--- src/hw/rtl/boolean_parenthesization_counter_top_defines.svh ---
// Assertion macros shared by the boolean parenthesization counter RTL.
`ifndef BOOLEAN_PARENTHESIZATION_COUNTER_TOP_DEFINES_SVH
`define BOOLEAN_PARENTHESIZATION_COUNTER_TOP_DEFINES_SVH

// Property that must hold at every clock edge outside reset.
`define BPC_ASSERT(lbl, prop, msg) \
  lbl: assert property (@(posedge clk_i) disable iff (!rst_ni) (prop)) else $error(msg);

// Implication that must hold at every clock edge outside reset.
`define BPC_ASSERT_IMP(lbl, ante, cons, msg) \
  lbl: assert property (@(posedge clk_i) disable iff (!rst_ni) (ante) |-> (cons)) else $error(msg);

`endif

--- src/hw/rtl/bpc_pkg.sv ---
// Shared types, constants and modular helpers of the parenthesization counter.
package bpc_pkg;

  localparam logic [29:0] MODULUS = 30'd1000000007;
  // 2^30 mod MODULUS, the Montgomery form of one.
  localparam logic [29:0] R_MOD   = 30'd73741817;

  localparam logic [7:0] SYM_TRUE  = 8'h54;
  localparam logic [7:0] SYM_FALSE = 8'h46;
  localparam logic [7:0] SYM_OR    = 8'h7C;
  localparam logic [7:0] SYM_AND   = 8'h26;
  localparam logic [7:0] SYM_XOR   = 8'h5E;

  typedef logic [29:0] val_t;

  // Negated inverse of the modulus mod 2^30, by Newton iteration.
  function automatic logic [29:0] calc_pprime();
    logic [63:0] pw;
    logic [63:0] x;
    pw = 64'(MODULUS);
    x  = pw;
    for (int it = 0; it < 5; it++) begin
      x = x * (64'd2 - pw * x);
    end
    x = 64'd0 - x;
    return x[29:0];
  endfunction

  localparam logic [29:0] PPRIME = calc_pprime();

  function automatic val_t add_mod(val_t a, val_t b);
    logic [30:0] s;
    s = {1'b0, a} + {1'b0, b};
    if (s >= {1'b0, MODULUS}) begin
      s = s - {1'b0, MODULUS};
    end
    return s[29:0];
  endfunction

  function automatic val_t sub_mod(val_t a, val_t b);
    logic [30:0] s;
    if (a >= b) begin
      s = {1'b0, a} - {1'b0, b};
    end else begin
      s = {1'b0, a} + {1'b0, MODULUS} - {1'b0, b};
    end
    return s[29:0];
  endfunction

  typedef enum logic [1:0] {
    TAG_P1,
    TAG_P2,
    TAG_P3,
    TAG_FIN
  } tag_e;

  typedef enum logic [4:0] {
    ST_IDLE,
    ST_INIT_RD,
    ST_INIT_WR,
    ST_SPAN_CHK,
    ST_SPAN_START,
    ST_SPLIT_CHK,
    ST_SPLIT_RD,
    ST_MUL1,
    ST_MUL2,
    ST_MUL3,
    ST_WAIT_P3,
    ST_ACC1,
    ST_ACC2,
    ST_ACC3,
    ST_SPAN_WR,
    ST_FIN_RD,
    ST_FIN_MUL,
    ST_WAIT_FIN,
    ST_OUT
  } state_e;

  typedef struct packed {
    logic load;
    logic init_start;
    logic diag_wr;
    logic span_start;
    logic mul1;
    logic mul2;
    logic mul3;
    logic fin_mul;
    logic acc1;
    logic acc2;
    logic acc3;
    logic span_wr;
    logic fin_setup;
    logic clear_expr;
  } cmd_t;

  typedef struct packed {
    logic init_last;
    logic split_more;
    logic len_ok;
    logic p3_done;
    logic fin_done;
  } status_t;

endpackage

--- src/hw/rtl/bpc_ctrl.sv ---
// Controller: sequences loading, table fill, split accumulation and result hand-off.
module bpc_ctrl import bpc_pkg::*; (
  input  logic    clk_i,
  input  logic    rst_ni,
  input  logic    in_valid_i,
  input  logic    in_last_i,
  output logic    in_ready_o,
  output logic    out_valid_o,
  input  logic    out_ready_i,
  input  status_t status_i,
  output cmd_t    cmd_o
);

`include "boolean_parenthesization_counter_top_defines.svh"

  state_e state_q, state_d;

  always_ff @(posedge clk_i or negedge rst_ni) begin
    if (!rst_ni) begin
      state_q <= ST_IDLE;
    end else begin
      state_q <= state_d;
    end
  end

  always_comb begin
    state_d = state_q;
    case (state_q)
      ST_IDLE: begin
        if (in_valid_i && in_last_i) state_d = ST_INIT_RD;
      end
      ST_INIT_RD:    state_d = ST_INIT_WR;
      ST_INIT_WR:    state_d = status_i.init_last ? ST_SPAN_CHK : ST_INIT_RD;
      ST_SPAN_CHK:   state_d = status_i.len_ok ? ST_SPAN_START : ST_FIN_RD;
      ST_SPAN_START: state_d = ST_SPLIT_CHK;
      ST_SPLIT_CHK:  state_d = status_i.split_more ? ST_SPLIT_RD : ST_SPAN_WR;
      ST_SPLIT_RD:   state_d = ST_MUL1;
      ST_MUL1:       state_d = ST_MUL2;
      ST_MUL2:       state_d = ST_MUL3;
      ST_MUL3:       state_d = ST_WAIT_P3;
      ST_WAIT_P3: begin
        if (status_i.p3_done) state_d = ST_ACC1;
      end
      ST_ACC1:       state_d = ST_ACC2;
      ST_ACC2:       state_d = ST_ACC3;
      ST_ACC3:       state_d = ST_SPLIT_CHK;
      ST_SPAN_WR:    state_d = ST_SPAN_CHK;
      ST_FIN_RD:     state_d = ST_FIN_MUL;
      ST_FIN_MUL:    state_d = ST_WAIT_FIN;
      ST_WAIT_FIN: begin
        if (status_i.fin_done) state_d = ST_OUT;
      end
      ST_OUT: begin
        if (out_ready_i) state_d = ST_IDLE;
      end
      default:       state_d = ST_IDLE;
    endcase
  end

  always_comb begin
    cmd_o       = '0;
    in_ready_o  = 1'b0;
    out_valid_o = 1'b0;
    case (state_q)
      ST_IDLE: begin
        in_ready_o       = 1'b1;
        cmd_o.load       = in_valid_i;
        cmd_o.init_start = in_valid_i & in_last_i;
      end
      ST_INIT_WR:    cmd_o.diag_wr    = 1'b1;
      ST_SPAN_CHK:   cmd_o.fin_setup  = ~status_i.len_ok;
      ST_SPAN_START: cmd_o.span_start = 1'b1;
      ST_MUL1:       cmd_o.mul1       = 1'b1;
      ST_MUL2:       cmd_o.mul2       = 1'b1;
      ST_MUL3:       cmd_o.mul3       = 1'b1;
      ST_ACC1:       cmd_o.acc1       = 1'b1;
      ST_ACC2:       cmd_o.acc2       = 1'b1;
      ST_ACC3:       cmd_o.acc3       = 1'b1;
      ST_SPAN_WR:    cmd_o.span_wr    = 1'b1;
      ST_FIN_MUL:    cmd_o.fin_mul    = 1'b1;
      ST_OUT: begin
        out_valid_o      = 1'b1;
        cmd_o.clear_expr = out_ready_i;
      end
      default: cmd_o = '0;
    endcase
  end

  `BPC_ASSERT(a_no_overlap, !(in_ready_o && out_valid_o), "input taken while result pending")
  `BPC_ASSERT(a_one_issue, $onehot0({cmd_o.mul1, cmd_o.mul2, cmd_o.mul3, cmd_o.fin_mul}), "two multiplier issues")
  `BPC_ASSERT_IMP(a_out_src, $rose(out_valid_o), $past(state_q == ST_WAIT_FIN), "result raised without final product")

endmodule

--- config.mk ---
export PLATFORM = sky130hd
export DESIGN_NAME = bpc_ctrl
export DESIGN_NICKNAME = d
export VERILOG_FILES = /design/src/hw/rtl/bpc_pkg.sv /design/src/hw/rtl/bpc_ctrl.sv
export VERILOG_INCLUDE_DIRS = /design/src /design/src/hw/rtl
export SDC_FILE = /design/constraint.sdc
export NUM_CORES = 1
export LEC_CHECK = 0
export BUFFER_PORTS_ARGS = -buffer_cell sky130_fd_sc_hd__buf_2
export CELL_PAD_IN_SITES_DETAIL_PLACEMENT = 1
export CELL_PAD_IN_SITES_GLOBAL_PLACEMENT = 2
export CORE_MARGIN = 5
export CORE_UTILIZATION = 23
export DETAILED_ROUTE_END_ITERATION = 8
export GPL_ROUTABILITY_DRIVEN = 0
export PLACE_DENSITY = 0.83
export SYNTH_ARGS = -nofsm -noshare
export SYNTH_HDL_FRONTEND = slang
export SYNTH_SLANG_ARGS = --single-unit
--- constraint.sdc ---
create_clock -name clk_i -period 2.2 [get_ports clk_i]
set_input_delay 0.44 -clock clk_i [delete_from_list [all_inputs] [get_ports clk_i]]
set_output_delay 0.44 -clock clk_i [all_outputs]
set_load 0.02 [all_outputs]
Yosys cells after proc, flatten, opt, wreduce, memory -nomap -nowiden. Cells that the tools add are included.

Equality and inequality tests: 22. Muxes and demuxes: 23. Bitwise operators: 2. Reduce and logical (&&, ||, !) cells: 4.

Operators with widths (number): 5-bit case mux with 18 select lines (1); 5-bit by 4-bit equality test with 1-bit output, second input constant (8); 5-bit by 3-bit equality test with 1-bit output, second input constant (4); 5-bit two-way mux (4); 5-bit equality test, second input constant (3); 1-bit two-way mux (14); 5-bit by 2-bit equality test with 1-bit output, second input constant (2); 4-bit two-way mux (2); 2-bit inequality test, second input constant (4); 5-bit by 1-bit equality test with 1-bit output, second input constant (1); 5-bit zero test (1); 2-bit two-way mux (2); 4-bit AND reduction (1); 2-bit OR reduction (1); 1-bit AND (1); 1-bit logical AND (1); 1-bit NOT (1).

Register bits: 5. Input port bits: 10.

Logic depth before layout (Yosys ltp). Gate-level depths: netlist of the first run.

Depth after elaboration: 3. Mapped depth: 5.

Least setup slack after synthesis of the first run. No wires, ideal clock.

Kind: register -> output. From: register state_q[1]. To: output port cmd_o[0] (netlist bit). Data arrival time: 1585 ps. Data required time: 1760 ps. Setup slack: 175 ps. Cell stages (with the launch flop): 5. Path buffers: 1. Cells stage by stage: dfrtp_1 clkbuf_1 nand2b_1 nor3_1 and2_1.

RTL lines: start, declared (line bpc_ctrl.sv:16) `state_e state_q, state_d;`; start signal, assigned (line bpc_ctrl.sv:22) `state_q <= state_d;`; end, declared (line bpc_ctrl.sv:11) `output cmd_t cmd_o`.

==> results of run 1 <==
per-stage QoR:
| stage | utilization, % | instance area, um^2 | cells | total power, mW |
|---|---|---|---|---|
| after floorplan | - | 558 | 78 | 0.744 |
| after global placement | 32.1 | 723 | 129 | 0.947 |
| after detailed placement | 32.1 | 723 | 129 | 0.955 |
| after CTS | 33.7 | 759 | 134 | 1.07 |
| after global routing | 33.7 | 759 | 134 | 1.16 |
| final | 33.7 | 759 | 134 | 1.06 |
cells by family (layout without fill, tap and decap cells):
family                 after synthesis  count (layout)  synth area share, %
AND/OR/NAND/NOR                     46              46                 48.0
AO/OA/AOI/OAI                       17              17                 21.1
flip-flops                           5               5                 22.4
buffers and inverters               10              38                 8.52
worst min-delay path, delay by kind of cell:
kind / cells / cell delay [ns]
AOI/OAI and AO/OA: 2 / 0.17
buffers and inverters: 1 / 0.10
routing by layer:
layer / wire, um / track usage [%]
met1: 888 / 14.9
met5: 0 / 0
met4: 13 / 2.91
met3: 55 / 3.27
met2: 849 / 17.2
worst max path at each step:
stage	start	to	slack [ns]	cells past startpoint
after detailed placement	state_q[2]$_DFFE_PN0P_	cmd_o[12]	0.44	3
after CTS	state_q[2]$_DFFE_PN0P_	cmd_o[0]	0.17	4
final	state_q[2]$_DFFE_PN0P_	cmd_o[0]	0.17	4
after global placement	state_q[3]$_DFFE_PN0P_	cmd_o[12]	0.44	4
after floorplan	state_q[1]$_DFFE_PN0P_	cmd_o[0]	0.18	4
after global routing	state_q[2]$_DFFE_PN0P_	cmd_o[0]	0.05	4
power by group through the flow:
stage	clock, mW	combinational, mW	sequential [mW]
3_5_place_dp	0	0.748	0.207
5_1_grt	0.123	0.823	0.217
6_report	0.111	0.742	0.208
4_1_cts	0.115	0.752	0.207
2_1_floorplan	0	0.587	0.158
3_3_place_gp	0	0.743	0.205
cells in the mapped netlist:
cell type	n	area share [%]
nor3b_1	4	5.4
a21oi_1	2	1.8
a21o_1	2	2.7
nor4b_2	1	2.7
nor4_1	3	3.4
nor3_1	6	5.4
nand2_1	5	3.4
and2_1	2	2.2
nor2_1	12	8.1
and3_1	1	1.1
o32ai_1	1	1.6
inv_1	2	1.3
a222oi_1	1	1.8
a22o_1	2	3.1
clkbuf_1	4	2.7
buf_6	1	2.0
o21ai_0	5	4.5
nand2b_1	4	4.5
or2_2	1	1.1
nor2b_4	1	2.5
a31oi_1	1	1.1
o311a_1	1	1.8
or4_4	1	2.0
nand3b_1	3	4.0
o21a_1	1	1.3
nor2b_1	2	2.2
buf_1	1	0.67
buf_2	2	1.8
o211ai_1	1	1.3
dfrtp_1	5	22
layout make-up:
class | count | share of cell area (%)
Sequential cell | 5 | 16.5
Clock buffer | 4 | 3.46
Multi-Input combinational cell | 63 | 50.7
Timing Repair Buffer | 32 | 23.7
Tap cell | 28 | 4.61
Inverter | 2 | 0.988
cells in the final DEF (no fill, tap or decap), drive strengths merged, types with 2 or more instances in the layout:
cell type / n
nor3: 6
and2: 2
clkbuf: 4
nand2b: 4
nand3b: 3
nor2: 12
inv: 2
buf: 31
nor2b: 3
a21oi: 2
a21o: 2
nor3b: 4
dfrtp: 5
a22o: 2
nand2: 5
o21ai: 5
nor4: 3
timing repair:
action | in CTS | in global routing
resized for setup | 0 | 0
hold buffers | 1 | 0
hold endpoints to repair | 3 | 0
==> run summary, run 1 <==
Unrepaired setup endpoints after global routing: false
TNS Setup: 0 ns
Drt pass-1 iters: 4
Synth-to-layout area growth: 36.1%
Post-route antenna net violation count: 0
Clock buffer depth: 2
Worst skew pair latency: 0.25 ns
Drt initial violations: 8
Place WS: 0.437 ns
Layout Skew: 0.00223 ns
R2r setup slk: 0.50 ns
Final Hold Fails: 0
First-pass GRT wire length: 3.01 mm
Top Ports: 26
Setup violators final: 0
Total net switching power: 0.535 mW
CTS tree: built
Row cnt: 17
Worst Setup End Kind: primary output
Max incr delay on CP: 0.51 ns
CTS Sinks: 5
Net count, final: 117
Vias in the first global route: 655
Final wirelength: 1.81 mm
Cell depth of the worst min-delay path: 3
Status: completed
Post-synthesis sequential area ratio: 22.4%
Int Pwr: 0.526 mW
Biggest regs: state_q (5)
Port bufs: 25
Slack of the critical path: 0.169 ns
WP data required: 1.76 ns
DIE WIDTH: 59.3 um
Layout cells sized above 1: 35.8%
Syn Nets: 88
Worst vdd ir: 0.510 mV
Count of buffer and inverter cells on the critical path: 1
Comb pwr share: 69.9%
All-layer global routing usage: 11.1%
Post-Syn Area: 558 um^2
Final Cycle Share: 92.3%
Top Family by Delay on Critical Path: simple AND/OR/NAND/NOR gates
#FFs+latches synth: 5
Minimum clock period: 2.03 ns
Routed len/inst: 13.5 um
Slew @ Worst Pin: 0.388 ns
Initial antenna violation count: 0
DP Wirelength: 1.42 mm
Clock power frac: 10.4%
Worst R2R End: state_q[0]$_DFFE_PN0P_
Critical path startpoint category: flip-flop
Filler instances: 308
Leakage dissipation: 0.373 nW
Largest net degree at the start of global routing: 16
Critical path data arrival time: 1.59 ns
Critical path class: flip-flop to primary output
Via count: 670
Initial Util: 24.8%
Netlist cell types: 30
Hold Path End: state_q[4]$_DFFE_PN0P_
Max reg flops: 5
FF+latch area: 125 um^2
Reg with most FFs: state_q
Crit-path slowest cell: dfrtp_1
Core area: 2250 um^2
Cell Chain, Critical Path: nand2b_1 -> nor3_1 -> and2_1 -> buf_2
Max Freq: 0.492 GHz
Worst r2r src: state_q[3]$_DFFE_PN0P_
Sw Ratio: 50.4%
H-tree levels: 1
Register share of total power: 19.6%
Mean Syn Cell Area: 7.15 um^2
Final Hold Slack: 0.507 ns
Vias per cell: 5.00
Multi-input gate area: 385 um^2
# diodes: 0
Mapped Cells: 78
Drt drc: 0
Ys Warns: 0
PD cells: 1400 nW/um^2
Crit-path max FO: 12
Clock slew at reported path FFs: 0.05 ns
Fin. max-slew vios: 0
Reg2Reg Depth: 4
CTS root buf: clkbuf_4
Tightest Hold Check Type: input port to flip-flop
Hold path start: out_ready_i
Post-CTS Setup Bufs: 0
Die Area: 3510 um^2
Total CTS buffers: 3
Max-Cap Viols: 0
Max-slew headroom: 74.1%
Grt ovf: 0
Die Y: 59.3 um
Note: power is estimated with default switching activity, not from simulation.
==> inputs of run 2 (changes only) <==
==> constraint.sdc (replaced) <==
create_clock -name clk_i -period 1.9 [get_ports clk_i]
set_input_delay 0.38 -clock clk_i [delete_from_list [all_inputs] [get_ports clk_i]]
set_output_delay 0.38 -clock clk_i [all_outputs]
set_load 0.02 [all_outputs]
==> run 2 against run 1 <==
Sequential share of layout area is 2.1 points lower. Die area stayed put. Global-route usage is 2.5 points higher. Sequential power is 22% higher. Clock power is 15% higher. Clock skew is 0.0013 ns lower. Utilization is 5.8 points higher. Worst hold slack worse by 0.037 ns. Non-clock buffer count is 9 higher. Register-to-register slack worse by 0.39 ns. Power is 40% higher. Largest power group unchanged. Highest routed layer unchanged.
==> run summary, run 2 (synthesis gave the netlist of run 1 again) <==
Status: completed
Top Ports: 26
Post-route antenna net violation count: 0
Initial Util: 24.8%
Final core occ: 39.5%
Final Cycle Share: 98.8%
Vias in the first global route: 745
Routed len/inst: 14.9 um
Die Area: 3510 um^2
DP Wirelength: 1.56 mm
Port bufs: 25
Final Hold Fails: 0
Max-Cap Viols: 0
Sw Ratio: 48.7%
Row cnt: 17
Core area: 2250 um^2
Critical path class: flip-flop to primary output
# diodes: 0
Tightest Hold Check Type: input port to flip-flop
Critical path data arrival time: 1.50 ns
Die Y: 59.3 um
Drt pass-1 iters: 4
Max reg flops: 5
Worst vdd ir: 0.773 mV
Reg2Reg Depth: 4
Max-slew headroom: 76.0%
CTS Sinks: 5
Largest net degree at the start of global routing: 15
Via count: 709
First-pass GRT wire length: 3.62 mm
Drt initial violations: 13
Layout Skew: 0.000975 ns
Minimum clock period: 1.88 ns
Register share of total power: 17.1%
Critical path startpoint category: flip-flop
Final std cells w/o fill: 143
H-tree levels: 1
Synth-to-layout area growth: 59.6%
All-layer global routing usage: 13.6%
Drt drc: 0
Worst skew pair latency: 0.25 ns
Clock slew at reported path FFs: 0.04 ns
Slack of the critical path: 0.0224 ns
Commonest cells after routing, fill and taps aside: 23 x buf_2, 15 x buf_4, 11 x nor2_1
Setup violators final: 0
Total net switching power: 0.725 mW
Clock buffer depth: 2
Reg with most FFs: state_q
Biggest regs: state_q (5)
Crit-path max FO: 7
Final wirelength: 2.13 mm
Commonest non-fill, non-tap cell in the layout: buf_2
Layout cells sized above 1: 48.7%
CTS tree: built
PD cells: 1670 nW/um^2
Slew @ Worst Pin: 0.360 ns
WP data required: 1.52 ns
Int Pwr: 0.763 mW
CTS root buf: clkbuf_4
Fin. max-slew vios: 0
Final Hold Slack: 0.471 ns
Vias per cell: 4.96
Placed Cells: 130
Net count, final: 126
Comb pwr share: 74.3%
Max Freq: 0.533 GHz
Place WS: 0.200 ns
Leakage dissipation: 0.438 nW
Initial antenna violation count: 0
Clock power frac: 8.6%
Cell depth of the worst min-delay path: 3
Worst Setup End Kind: primary output
Grt ovf: 0
Total CTS buffers: 3
Unrepaired setup endpoints after global routing: true
DIE WIDTH: 59.3 um
-- run 2: worst max-delay path, cell delays in order, from the launching register on --
cell	delay (ns)
dfrtp_1	0.41
buf_6	0.16
nor4b_4	0.33
and3_1	0.22
buf_6	0.12
-- run 2: cell type report --
cell class,instances,area (um^2)
fillers,296,1360
multi-input cells,63,434
repair buffers,41,260
flip-flops and latches,5,128
well taps,28,35.0
clock buffers,4,26.3
inverters,2,7.51
-- run 2: path summary, 6_finish.rpt --
kind	start	to	slack (ns)
worst max-delay path	state_q[0]$_DFFE_PN0P_	cmd_o[12]	0.02
min in group asynchronous	rst_ni	state_q[0]$_DFFE_PN0P_	0.48
worst min-delay path	out_ready_i	state_q[4]$_DFFE_PN0P_	0.47
worst max register to register	state_q[2]$_DFFE_PN0P_	state_q[0]$_DFFE_PN0P_	0.11
worst min register to register	state_q[4]$_DFFE_PN0P_	state_q[2]$_DFFE_PN0P_	0.69
max in group asynchronous	rst_ni	state_q[2]$_DFFE_PN0P_	1.26
-- run 2: timing repair --
item | CTS | global route
cloned | 0 | 0
endpoints found under the setup margin | 3 | 7
hold buffers | 1 | 0
resized for setup | 6 | 9
hold endpoints to repair | 5 | 0
pin swaps | 0 | 3
setup buffers | 0 | 8
-- run 2: power by group through the flow --
stage / registers, mW / logic, mW / clock network (mW)
CTS: 0.264 / 0.916 / 0.134
floorplan: 0.183 / 0.683 / 0
finish: 0.254 / 1.11 / 0.128
global route: 0.262 / 1.23 / 0.147
global placement: 0.240 / 0.875 / 0
detailed placement: 0.248 / 0.885 / 0
-- run 2: per-layer routing --
metal  up-vias  global-route usage (%)  wire length, um  part of all wire (%)
met4         0                    1.94                5                  0.23
met1       337                    17.3              902                    42
met2        13                    22.9             1130                    53
li1        357                       -                -                     -
met5         -                       0                0                     0
met3         2                    3.92               91                   4.3
-- run 2: per-stage QoR --
step | cell area (um^2) | setup TNS (ns) | power [mW]
finish | 891 | 0 | 1.49
global route | 891 | -0.186 | 1.63
CTS | 791 | 0 | 1.31
detailed placement | 736 | 0 | 1.13
global placement | 736 | 0 | 1.12
floorplan | 563 | 0 | 0.866
